===== src/rtl/bpa_pkg.sv =====
`default_nettype none
package bpa_pkg;

  localparam int ADDR_W    = 48;
  localparam int BASE_W    = 36;
  localparam int COUNT_W   = 13;
  localparam int CMD_W     = 2;
  localparam int STATUS_W  = 3;
  localparam int CFG_IDX_W = 2;

  typedef enum logic [CMD_W-1:0] {
    CMD_ALLOC,
    CMD_FREE,
    CMD_MARK,
    CMD_QUERY
  } cmd_t;

  typedef enum logic [STATUS_W-1:0] {
    ST_OK,
    ST_NO_FREE,
    ST_NOT_IN_RANGE,
    ST_MISALIGNED,
    ST_ALREADY_FREE
  } status_t;

  typedef enum logic [CFG_IDX_W-1:0] {
    CFG_R0_BASE,
    CFG_R0_COUNT,
    CFG_R1_BASE,
    CFG_R1_COUNT
  } cfg_idx_t;

  typedef enum logic [2:0] {
    S_CLEAR,
    S_IDLE,
    S_SINGLE_RD,
    S_SINGLE_UPD,
    S_SCAN,
    S_ALLOC_WR,
    S_ALLOC_FAIL
  } state_t;

  // controller to datapath
  typedef struct packed {
    logic clear_wr;
    logic capture;
    logic single_rd;
    logic single_upd;
    logic scan_init;
    logic scan_rd;
    logic alloc_wr;
    logic alloc_fail;
  } ctrl_t;

  // datapath to controller
  typedef struct packed {
    logic clear_last;
    logic req_alloc;
    logic hit;
    logic scan_issued;
    logic eval_pending;
    logic out_free;
  } stat_t;

endpackage
`default_nettype wire


===== src/rtl/bpa_ctrl.sv =====
`default_nettype none
module bpa_ctrl (
  input  logic           clk,
  input  logic           rst_n,
  input  logic           in_valid,
  output logic           in_stall,
  input  bpa_pkg::stat_t stat,
  output bpa_pkg::ctrl_t ctrl
);
  import bpa_pkg::*;

  state_t state_r, state_nxt;

  always_ff @(posedge clk) begin
    if (!rst_n) begin
      state_r <= S_CLEAR;
    end else begin
      state_r <= state_nxt;
    end
  end

  always_comb begin
    state_nxt = state_r;
    ctrl      = '0;
    in_stall  = 1'b1;
    case (state_r)
      S_CLEAR: begin
        ctrl.clear_wr = 1'b1;
        if (stat.clear_last) begin
          state_nxt = S_IDLE;
        end
      end
      S_IDLE: begin
        in_stall = 1'b0;
        if (in_valid) begin
          ctrl.capture = 1'b1;
          if (stat.req_alloc) begin
            ctrl.scan_init = 1'b1;
            state_nxt      = S_SCAN;
          end else begin
            state_nxt = S_SINGLE_RD;
          end
        end
      end
      S_SINGLE_RD: begin
        ctrl.single_rd = 1'b1;
        state_nxt      = S_SINGLE_UPD;
      end
      S_SINGLE_UPD: begin
        if (stat.out_free) begin
          ctrl.single_upd = 1'b1;
          state_nxt       = S_IDLE;
        end
      end
      S_SCAN: begin
        if (stat.hit) begin
          state_nxt = S_ALLOC_WR;
        end else if (!stat.scan_issued) begin
          ctrl.scan_rd = 1'b1;
        end else if (!stat.eval_pending) begin
          state_nxt = S_ALLOC_FAIL;
        end
      end
      S_ALLOC_WR: begin
        if (stat.out_free) begin
          ctrl.alloc_wr = 1'b1;
          state_nxt     = S_IDLE;
        end
      end
      S_ALLOC_FAIL: begin
        if (stat.out_free) begin
          ctrl.alloc_fail = 1'b1;
          state_nxt       = S_IDLE;
        end
      end
      default: begin
        state_nxt = S_CLEAR;
      end
    endcase
  end

endmodule
`default_nettype wire


===== config.mk =====
export PLATFORM = sky130hd
export DESIGN_NAME = bpa_ctrl
export DESIGN_NICKNAME = d
export VERILOG_FILES = /design/src/rtl/bpa_pkg.sv /design/src/rtl/bpa_ctrl.sv
export SDC_FILE = /design/constraint.sdc
export NUM_CORES = 1
export LEC_CHECK = 0
export ABC_AREA = 1
export BUFFER_PORTS_ARGS = -buffer_cell sky130_fd_sc_hd__buf_4
export CORE_AREA = 2 2 39 41
export CTS_CLUSTER_DIAMETER = 80
export DETAILED_ROUTE_END_ITERATION = 8
export DIE_AREA = 0 0 41 43
export GPL_ROUTABILITY_DRIVEN = 0
export PLACE_DENSITY = 0.58
export RECOVER_POWER = 50
export SYNTH_ARGS = -nofsm -noshare
export SYNTH_HDL_FRONTEND = slang
export SYNTH_SLANG_ARGS = --single-unit

===== constraint.sdc =====
create_clock -name clk -period 1.8 [get_ports clk]
set_clock_uncertainty 0.1 [all_clocks]
set_input_delay 0.18 -clock clk [delete_from_list [all_inputs] [get_ports clk]]
set_output_delay 0.18 -clock clk [all_outputs]
set_load 0.03 [all_outputs]

==> reports/qor.yml, run 1 <==
fill_cells: 169
setup_tns_ns: 0
fin_crit_ns: 1.54
cts_hold_buf: 0
syn-num-nets: 66
cp.required_ns: 1.52
grt_pass1_wl_um: 1180
diodes: 0
numClockSinks: 3
grtUsageTotal: 0.0942
cts_root_buf: "clkbuf_4"
place_hpwl_um: 679
cts_tree: "yes"
die_h_um: 43
yosys_warnings: 0
areaGrowthSynthToFinish_pct: 46.7
crit_fanout: 7
cts_made_buffers: 3
coreArea_mm2: 0.00138
die-area_mm2: 0.00176
cellLeakagePower_uw: 0.000272
critPathLaunchType: "flop"
r2r-start: "state_r[2]"
hold_class: "in2reg"
rsz0062_at_grt: "no"
layout.nets: 88
die_w_um: 41
grt.overflow.total: 0
cts-resized-gates: 0
synth_area_um2: 324
post-cts-setup-buffer-count: 0
seq_power_share: 0.203
seq_area_um2: 60.1
wl_per_cell_um: 8.48
htreeDepth: 1
drt-total-wl_um: 797
grt_pass1_vias: 337
timing.final.ws_setup_ns: 0.260
clk_latency_ns: 0.23
antenna_left: 0
place_ws_ns: 0.483
grt_max_degree: 8
start_util: 0.234
criticalPathCategory: "reg2out"
rows: 14
irDropWorstVdd_mv: 0.570
num_io_pins: 18
outcome: "finished clean"
cp.arrival_ns: 1.26
grt_antenna_before_repair: 0
largest-register: "state_r"
relSlewSlack: 0.763
setup_viol_count_final: 0
p_switching_uw: 363
vias: 405
hold_path.startpoint: "rst_n"
drv_cap: 0
min_period_over_period: 0.856
p_int_uw: 331
ys_types: 12
portBuffers: 17
max_freq_ghz: 0.649
avgSynthCellArea_um2: 5.69
worstSetupEndpointType: "output port"
finalMaxSlewViolations: 0
ys_seq_area_frac: 0.185
power_density_mw_per_mm2: 1460
drt_iter0_drc: 8
swShare: 0.523
syn_inst: 57
tightest_slew_ns: 0.358
drive_above_1_share: 0.333
p_clk_frac: 0.165
power_frac_comb: 0.632
via_per_inst: 4.31
ys_seq_elements: 3
reg_top3: "state_r (3)"
crit_start: "state_r[0]"
clkTransAtPathRegs_ns: 0.04
cts.path.max_buffers: 2
hold_viol_final: 0
dr.pass1.iters: 4
drc: 0
multiInputGateArea_um2: 214
largest_reg_flops: 3
[cell families after synthesis]
group	Yosys count	share of synthesized area
compound gates	5	0.0772
flops	3	0.185
simple gates	39	0.622
buf+inv	10	0.116
[metal layers]
metal / track usage / wire length, µm / vias up
li1: - / - / 223
met1: 0.102 / 340 / 174
met2: 0.166 / 408 / 8
met3: 0.0157 / 48 / 0
met4: 0.0400 / 0 / 0
met5: 0 / 0 / -
[power groups by stage]
stage | registers [µW] | clock network [µW] | logic (µW)
after floorplan | 134 | 0 | 351
after global placement | 144 | 0 | 474
after detailed placement | 145 | 0 | 475
after CTS | 143 | 122 | 476
after global routing | 147 | 126 | 494
final | 141 | 115 | 439
[cells in the final DEF, fill, tap and decap left out, types with 3 or more instances in the layout]
cell	instances
a21oi_1	5
buf_4	14
clkbuf_1	3
clkbuf_4	3
dfxtp_1	3
inv_1	8
nand2_1	6
nand3_1	9
nor2_1	17
[stage by stage]
stage / instance area (µm²) / util / total power [µW] / hold WS [ns] / cells
2_1_floorplan: 324 / - / 484 / 0.201 / 57
3_3_place_gp: 472 / 0.341 / 617 / 0.322 / 90
3_5_place_dp: 472 / 0.341 / 620 / 0.336 / 90
4_1_cts: 498 / 0.360 / 742 / 0.0921 / 94
5_1_grt: 475 / 0.344 / 767 / 0.100 / 94
6_report: 475 / 0.344 / 694 / 0.0916 / 94
[cell usage after synthesis (all sizes together)]
cell / instances / share of area
nand3b: 1 / 0.023
nor2: 19 / 0.27
nand2: 8 / 0.11
a21oi: 5 / 0.077
nand3: 11 / 0.22
dfxtp: 3 / 0.19
inv: 10 / 0.12
[worst paths after layout]
path                endpoint  slack [ns]  cells past startpoint
hold / removal    state_r[2]        0.09                      3
setup reg to reg  state_r[0]        0.32                      7
setup / recovery     ctrl[1]        0.26                      3
hold reg to reg   state_r[2]        0.49                      2
[area by class of cell]
type | count | share of cell area
Sequential cell | 3 | 0.126
Inverter | 10 | 0.0789
Timing Repair Buffer | 17 | 0.247
Multi-Input combinational cell | 44 | 0.450
Clock buffer | 4 | 0.0553
Tap cell | 16 | 0.0421
[worst max-delay path, stage by stage, from the launching register on]
cell,delay [ns]
dfxtp_1,0.46
nand3_1,0.16
nor2_1,0.11
clkbuf_1,0.31
Power figures use the tool's default switching activity.
==> run 2: changes to the inputs <==
==> constraint.sdc (replaced) <==
create_clock -name clk -period 1.8 [get_ports clk]
set_clock_uncertainty 0.1 [all_clocks]
set_input_delay 0.27 -clock clk [delete_from_list [all_inputs] [get_ports clk]]
set_output_delay 0.27 -clock clk [all_outputs]
set_load 0.03 [all_outputs]
==> run 2 against run 1 <==
Register-to-register slack improved by 0.08 ns. Highest routed layer unchanged. Design area rose by 1.8%. Maximum frequency fell by 3.8%. Global-route usage rose by 0.30 points. Sequential cell count did not move. Setup slack got worse by 0.061 ns.
==> reports/qor.yml, run 2 (same netlist as run 1, synthesis figures left out) <==
largest_reg_flops: 3  # unchanged
layout.nets: 88  # unchanged
post-cts-setup-buffer-count: 0  # unchanged
cp.required_ns: 1.43  # was 1.52 ns
place_ws_ns: 0.467  # was 0.483 ns
critPathLaunchType: "flop"  # unchanged
grt_pass1_vias: 338  # was 337
cts_root_buf: "clkbuf_4"  # unchanged
stdcell_area_um2: 484  # was 475 µm²
drive_above_1_share: 0.346  # was 0.333
largest-register: "state_r"  # unchanged
diodes: 0  # unchanged
grt_max_degree: 8  # unchanged
drt_iter0_drc: 1  # was 8
drv_cap: 0  # unchanged
min_period_over_period: 0.889  # was 0.856
placedInstanceArea_um2: 472  # unchanged
seq_area_um2: 60.1  # unchanged
die-area_mm2: 0.00176  # unchanged
hold_end: "state_r[0]"  # was state_r[2]
reg2reg_setup_slack_ns: 0.40  # was 0.32 ns
areaGrowthSynthToFinish_pct: 49.4  # was 46.7%
crit_fanout: 7  # unchanged
grt_pass1_wl_um: 1180  # unchanged
max_freq_ghz: 0.625  # was 0.649 GHz
grt.overflow.total: 0  # unchanged
die_w_um: 41  # unchanged
rows: 14  # unchanged
via_per_inst: 4.22  # was 4.31
start_util: 0.234  # unchanged
hold_viol_final: 0  # unchanged
power_density_mw_per_mm2: 1480  # was 1460 mW/mm²
setup_tns_ns: 0  # unchanged
r2r_cells: 7  # unchanged
num_io_pins: 18  # unchanged
relSlewSlack: 0.761  # was 0.763
final_common_cell: "nor2_1"  # unchanged
criticalPathCategory: "reg2out"  # unchanged
dr.pass1.iters: 4  # unchanged
hold_class: "in2reg"  # unchanged
timing.final.ws_setup_ns: 0.199  # was 0.260 ns
holdPathStages: 3  # unchanged
cp.arrival_ns: 1.23  # was 1.26 ns
irDropWorstVdd_mv: 0.484  # was 0.570 mV
vias: 397  # was 405
portBuffers: 17  # unchanged
cts_hold_buf: 0  # unchanged
setup_viol_count_final: 0  # unchanged
multiInputGateArea_um2: 219  # was 214 µm²
wl_per_cell_um: 8.02  # was 8.48 µm
cts-resized-gates: 0  # unchanged
tightest_slew_ns: 0.359  # was 0.358 ns
worstSetupEndpointType: "output port"  # unchanged
antenna_left: 0  # unchanged
cts_made_buffers: 3  # unchanged
drc: 0  # unchanged
clkTransAtPathRegs_ns: 0.04  # about the same
clk_latency_ns: 0.23  # about the same
r2r-start: "state_r[2]"  # unchanged
htreeDepth: 1  # unchanged
fin_hold_ws_ns: 0.183  # was 0.0916 ns
cts.path.max_buffers: 2  # unchanged
fill_cells: 171  # was 169
hold_path.startpoint: "rst_n"  # unchanged
crit_start: "state_r[1]"  # was state_r[0]
rsz0062_at_grt: "no"  # unchanged
fin_crit_ns: 1.60  # was 1.54 ns
die_h_um: 43  # unchanged
cts_tree: "yes"  # unchanged
grt_antenna_before_repair: 0  # unchanged
rr_endpoint: "state_r[1]"  # was state_r[0]
grtUsageTotal: 0.0972  # was 0.0942
outcome: "finished clean"  # unchanged
cellLeakagePower_uw: 0.000273  # was 0.000272 µW
reg_top3: "state_r (3)"  # unchanged
coreArea_mm2: 0.00138  # unchanged
numClockSinks: 3  # unchanged
finalMaxSlewViolations: 0  # unchanged
drt-total-wl_um: 754  # was 797 µm
place_hpwl_um: 611  # was 679 µm
final_cell_mix: "16 x nor2_1, 15 x buf_4, 9 x nand3_1"  # was 17 x nor2_1, 14 x buf_4, 9 x nand3_1
-- run 2: where the power goes --
group,switching (µW),internal [µW],total (µW)
Sequential,48.4,92.1,141
Combinational,288,170,458
Clock,32.9,83.0,116
-- run 2: per-layer routing --
metal  routed length, µm  part of all wire  GRT usage  up-vias
li1                    -                 -          -      223
met2                 382              0.51      0.156        8
met5                   0                 0          0        -
met4                   0                 0     0.0800        0
met3                  35             0.046     0.0157        0
met1                 336              0.45      0.102      166
-- run 2: area by class of cell --
cell class                      count  area share
Clock buffer                        4      0.0543
Sequential cell                     3       0.124
Tap cell                           16      0.0413
Timing Repair Buffer               17       0.251
Multi-Input combinational cell     44       0.452
Inverter                           10      0.0775
-- run 2: metrics by stage --
stage	utilization	cells	power (µW)
after detailed placement	0.341	90	613
after CTS	0.360	94	738
after global routing	0.350	94	791
final	0.350	94	715
after global placement	0.341	90	618
after floorplan	-	57	484
-- run 2: how the worst max path moves through the flow --
stage,cells after the start,endpoint,slack [ns]
after global routing,4,ctrl[4],0.12
after detailed placement,4,ctrl[2],0.47
after CTS,4,ctrl[2],0.21
after global placement,7,state_r[2],0.49
final,3,ctrl[0],0.20
after floorplan,2,ctrl[3],0.27
-- run 2: critical path: stages (launching register included) --
cell,delay (ns)
dfxtp_1,0.45
nand3_1,0.14
nor2_1,0.10
clkbuf_1,0.31
==> run 3: changes to the inputs <==
Settings changed: ABC_AREA 1 to not set, CTS_CLUSTER_DIAMETER 80 to not set, PLACE_DENSITY 0.58 to 0.59.
Clock period 1.8 ns to 1.6 ns, I/O delays scaled along.
==> run 3 against run 2 <==
The run now ends with negative setup slack left. Combinational power is 50% higher. Setup slack worse by 0.25 ns. Clock-buffer cell count stayed put. Largest cell class unchanged.
==> reports/qor.yml, run 3 <==
outcome: "finished with violations"  # was finished clean
violations: "negative setup slack"
final_cell_mix: "16 x buf_4, 7 x nand2_1, 4 x nand3b_1, 4 x mux2i_1, 4 x buf_6"  # was 16 x nor2_1, 15 x buf_4, 9 x nand3_1
synth-edff-count: 0  # unchanged
clk_latency_ns: 0.23  # about the same
ys_seq_elements: 3  # unchanged
largest-register: "state_r"  # unchanged
critPathLaunchType: "flop"  # unchanged
syn_inst: 43  # was 57
power_density_mw_per_mm2: 1640  # was 1480 mW/mm²
setup_viol_count_final: 3  # was 0
worstSetupEndpointType: "output port"  # unchanged
irDropWorstVdd_mv: 0.530  # was 0.484 mV
relSlewSlack: 0.854  # was 0.761
holdPathStages: 3  # unchanged
fin_crit_ns: 1.65
min_period_over_period: 1.03
cellLeakagePower_uw: 0.000257  # was 0.000273 µW
stdcell_count: 83  # was 94
grt.overflow.total: 0  # unchanged
rows: 14  # unchanged
r2r-start: "state_r[1]"  # was state_r[2]
cp.arrival_ns: 1.31  # was 1.23 ns
fin_hold_ws_ns: 0.205  # was 0.183 ns
largest_reg_flops: 3  # unchanged
cts.path.max_buffers: 2  # unchanged
die_h_um: 43  # unchanged
drv_cap: 0  # unchanged
num_io_pins: 18  # unchanged
grt_use_met1: 0.143  # was 0.102
cts_made_buffers: 3  # unchanged
async_flop_share: 0  # unchanged
seq_area_um2: 63.8  # was 60.1 µm²
clkTransAtPathRegs_ns: 0.03  # was 0.04 ns
grt_util_met3: 0.0471  # was 0.0157
yosysTopAreaCell: "dfxtp_1"  # unchanged
ys_types: 23  # was 12
reg_top3: "state_r (3)"  # unchanged
die-area_mm2: 0.00176  # unchanged
max_freq_ghz: 0.607
layout.nets: 77  # was 88
hold_path.startpoint: "rst_n"  # unchanged
synth_top_cell_area_share: 0.183  # was 0.185
p_total_uw: 948  # was 715 µW
wl_per_cell_um: 11.1  # was 8.02 µm
syn-num-nets: 52  # was 66
yosys_warnings: 0  # unchanged
multiInputGateArea_um2: 283  # was 219 µm²
drc: 0  # unchanged
grt_max_degree: 12  # was 8
drt-total-wl_um: 925  # was 754 µm
yosys-top-cells-count: "7 x nand2_1, 4 x mux2i_1, 4 x nand3b_1"  # was 16 x nor2_1, 8 x nand3_1, 7 x inv_1
cts_root_buf: "clkbuf_4"  # unchanged
grt_antenna_before_repair: 0  # unchanged
drt_iter0_drc: 4  # was 1
cts_hold_buf: 0  # unchanged
timing.final.ws_setup_ns: -0.0469  # was 0.199 ns
drive_above_1_share: 0.597  # was 0.346
setup_tns_ns: -0.101  # was 0 ns
r2r_cells: 4  # was 7
busiest_layer: "met2"  # unchanged
antenna_left: 0  # unchanged
synth_area_um2: 329  # was 324 µm²
cp.required_ns: 1.26  # was 1.43 ns
grt_pass1_wl_um: 1480  # was 1180 µm
vias: 384  # was 397
synth_ff_type: "dfxtp_1"  # unchanged
via_per_inst: 4.63  # was 4.22
grt_pass1_vias: 375  # was 338
coreArea_mm2: 0.00138  # unchanged
avgSynthCellArea_um2: 7.65  # was 5.69 µm²
yosysMostFrequentCell: "nand2_1"  # was nor2_1
portBuffers: 17  # unchanged
crit_start: "state_r[1]"  # unchanged
place_hpwl_um: 644  # was 611 µm
finalMaxSlewViolations: 0  # unchanged
diodes: 0  # unchanged
areaGrowthSynthToFinish_pct: 75.3  # was 49.4%
placed_cells: 77  # was 90
hold_viol_final: 0  # unchanged
rsz0062_at_grt: "yes"  # was no
cts_tree: "yes"  # unchanged
place_ws_ns: 0.0332  # was 0.467 ns
ys_seq_area_frac: 0.183  # was 0.185
hold_class: "in2reg"  # unchanged
final_common_cell: "buf_4"  # was nor2_1
tightest_slew_ns: 0.218  # was 0.359 ns
dr.pass1.iters: 5  # was 4
use_met2: 0.197  # was 0.156
htreeDepth: 1  # unchanged
die_w_um: 41  # unchanged
start_util: 0.238  # was 0.234
numClockSinks: 3  # unchanged
crit_fanout: 3  # was 7
grtUsageTotal: 0.126  # was 0.0972
yosys-top-cells-area: "dfxtp_1 18%, mux2i_1 12%, nand3b_1 9.1%"  # was dfxtp_1 19%, nor2_1 19%, nand3_1 12%
criticalPathCategory: "reg2out"  # unchanged
fill_cells: 152  # was 171
[run 3: cell types whose count changed after synthesis, sizes merged, moves of 3 or more]
cell / delta
mux2i: +4
nand3: -11
inv: -9
nor2: -15
buf: +3
nand3b: +3
a21oi: -5
[run 3: layer usage]
metal	routed length (µm)	vias up
met5	0	-
met4	0	0
met3	20	0
met2	468	7
met1	436	180
li1	-	197
[run 3: where the power goes]
part           internal [µW]  leakage [µW]  switching (µW)
Clock                   93.2     0.0000150            36.6
Combinational            328      0.000216             361
Sequential               108     0.0000258            22.2
Total                    529      0.000257             419
[run 3: stage by stage]
stage / utilization / area, µm²
after global placement: 0.361 / 499
final: 0.417 / 577
after CTS: 0.406 / 562
after global routing: 0.417 / 577
after floorplan: - / 342
after detailed placement: 0.361 / 499
[run 3: logic make-up after synthesis]
group / Yosys count / share of synthesized area
simple gates: 27 / 0.491
mux: 5 / 0.156
buf+inv: 4 / 0.0722
compound gates: 3 / 0.0722
flops: 3 / 0.183
xor+xnor: 1 / 0.0266
[run 3: layout make-up]
cell class / instances / share of cell area
Clock buffer: 4 / 0.0456
Inverter: 1 / 0.00651
Multi-Input combinational cell: 36 / 0.490
Sequential cell: 3 / 0.111
Tap cell: 16 / 0.0347
Timing Repair Buffer: 23 / 0.312
[run 3: final timing paths]
kind                      to  slack (ns)
setup / recovery     ctrl[2]       -0.05
hold / removal    state_r[1]        0.21
setup reg to reg  state_r[2]        0.03
hold reg to reg   state_r[1]        0.54
[run 3: worst max-delay path, cell delays in order, from the launching register on]
cell     delay (ns)
dfxtp_2        0.31
or4b_4         0.54
nor2_4         0.10
buf_6          0.13
[run 3: repair_timing]
item	4_1_cts	5_1_grt
setup buffers	2	0
resized for setup	5	7
pin swaps	3	1
cloned	0	0
endpoints found under the setup margin	3	5
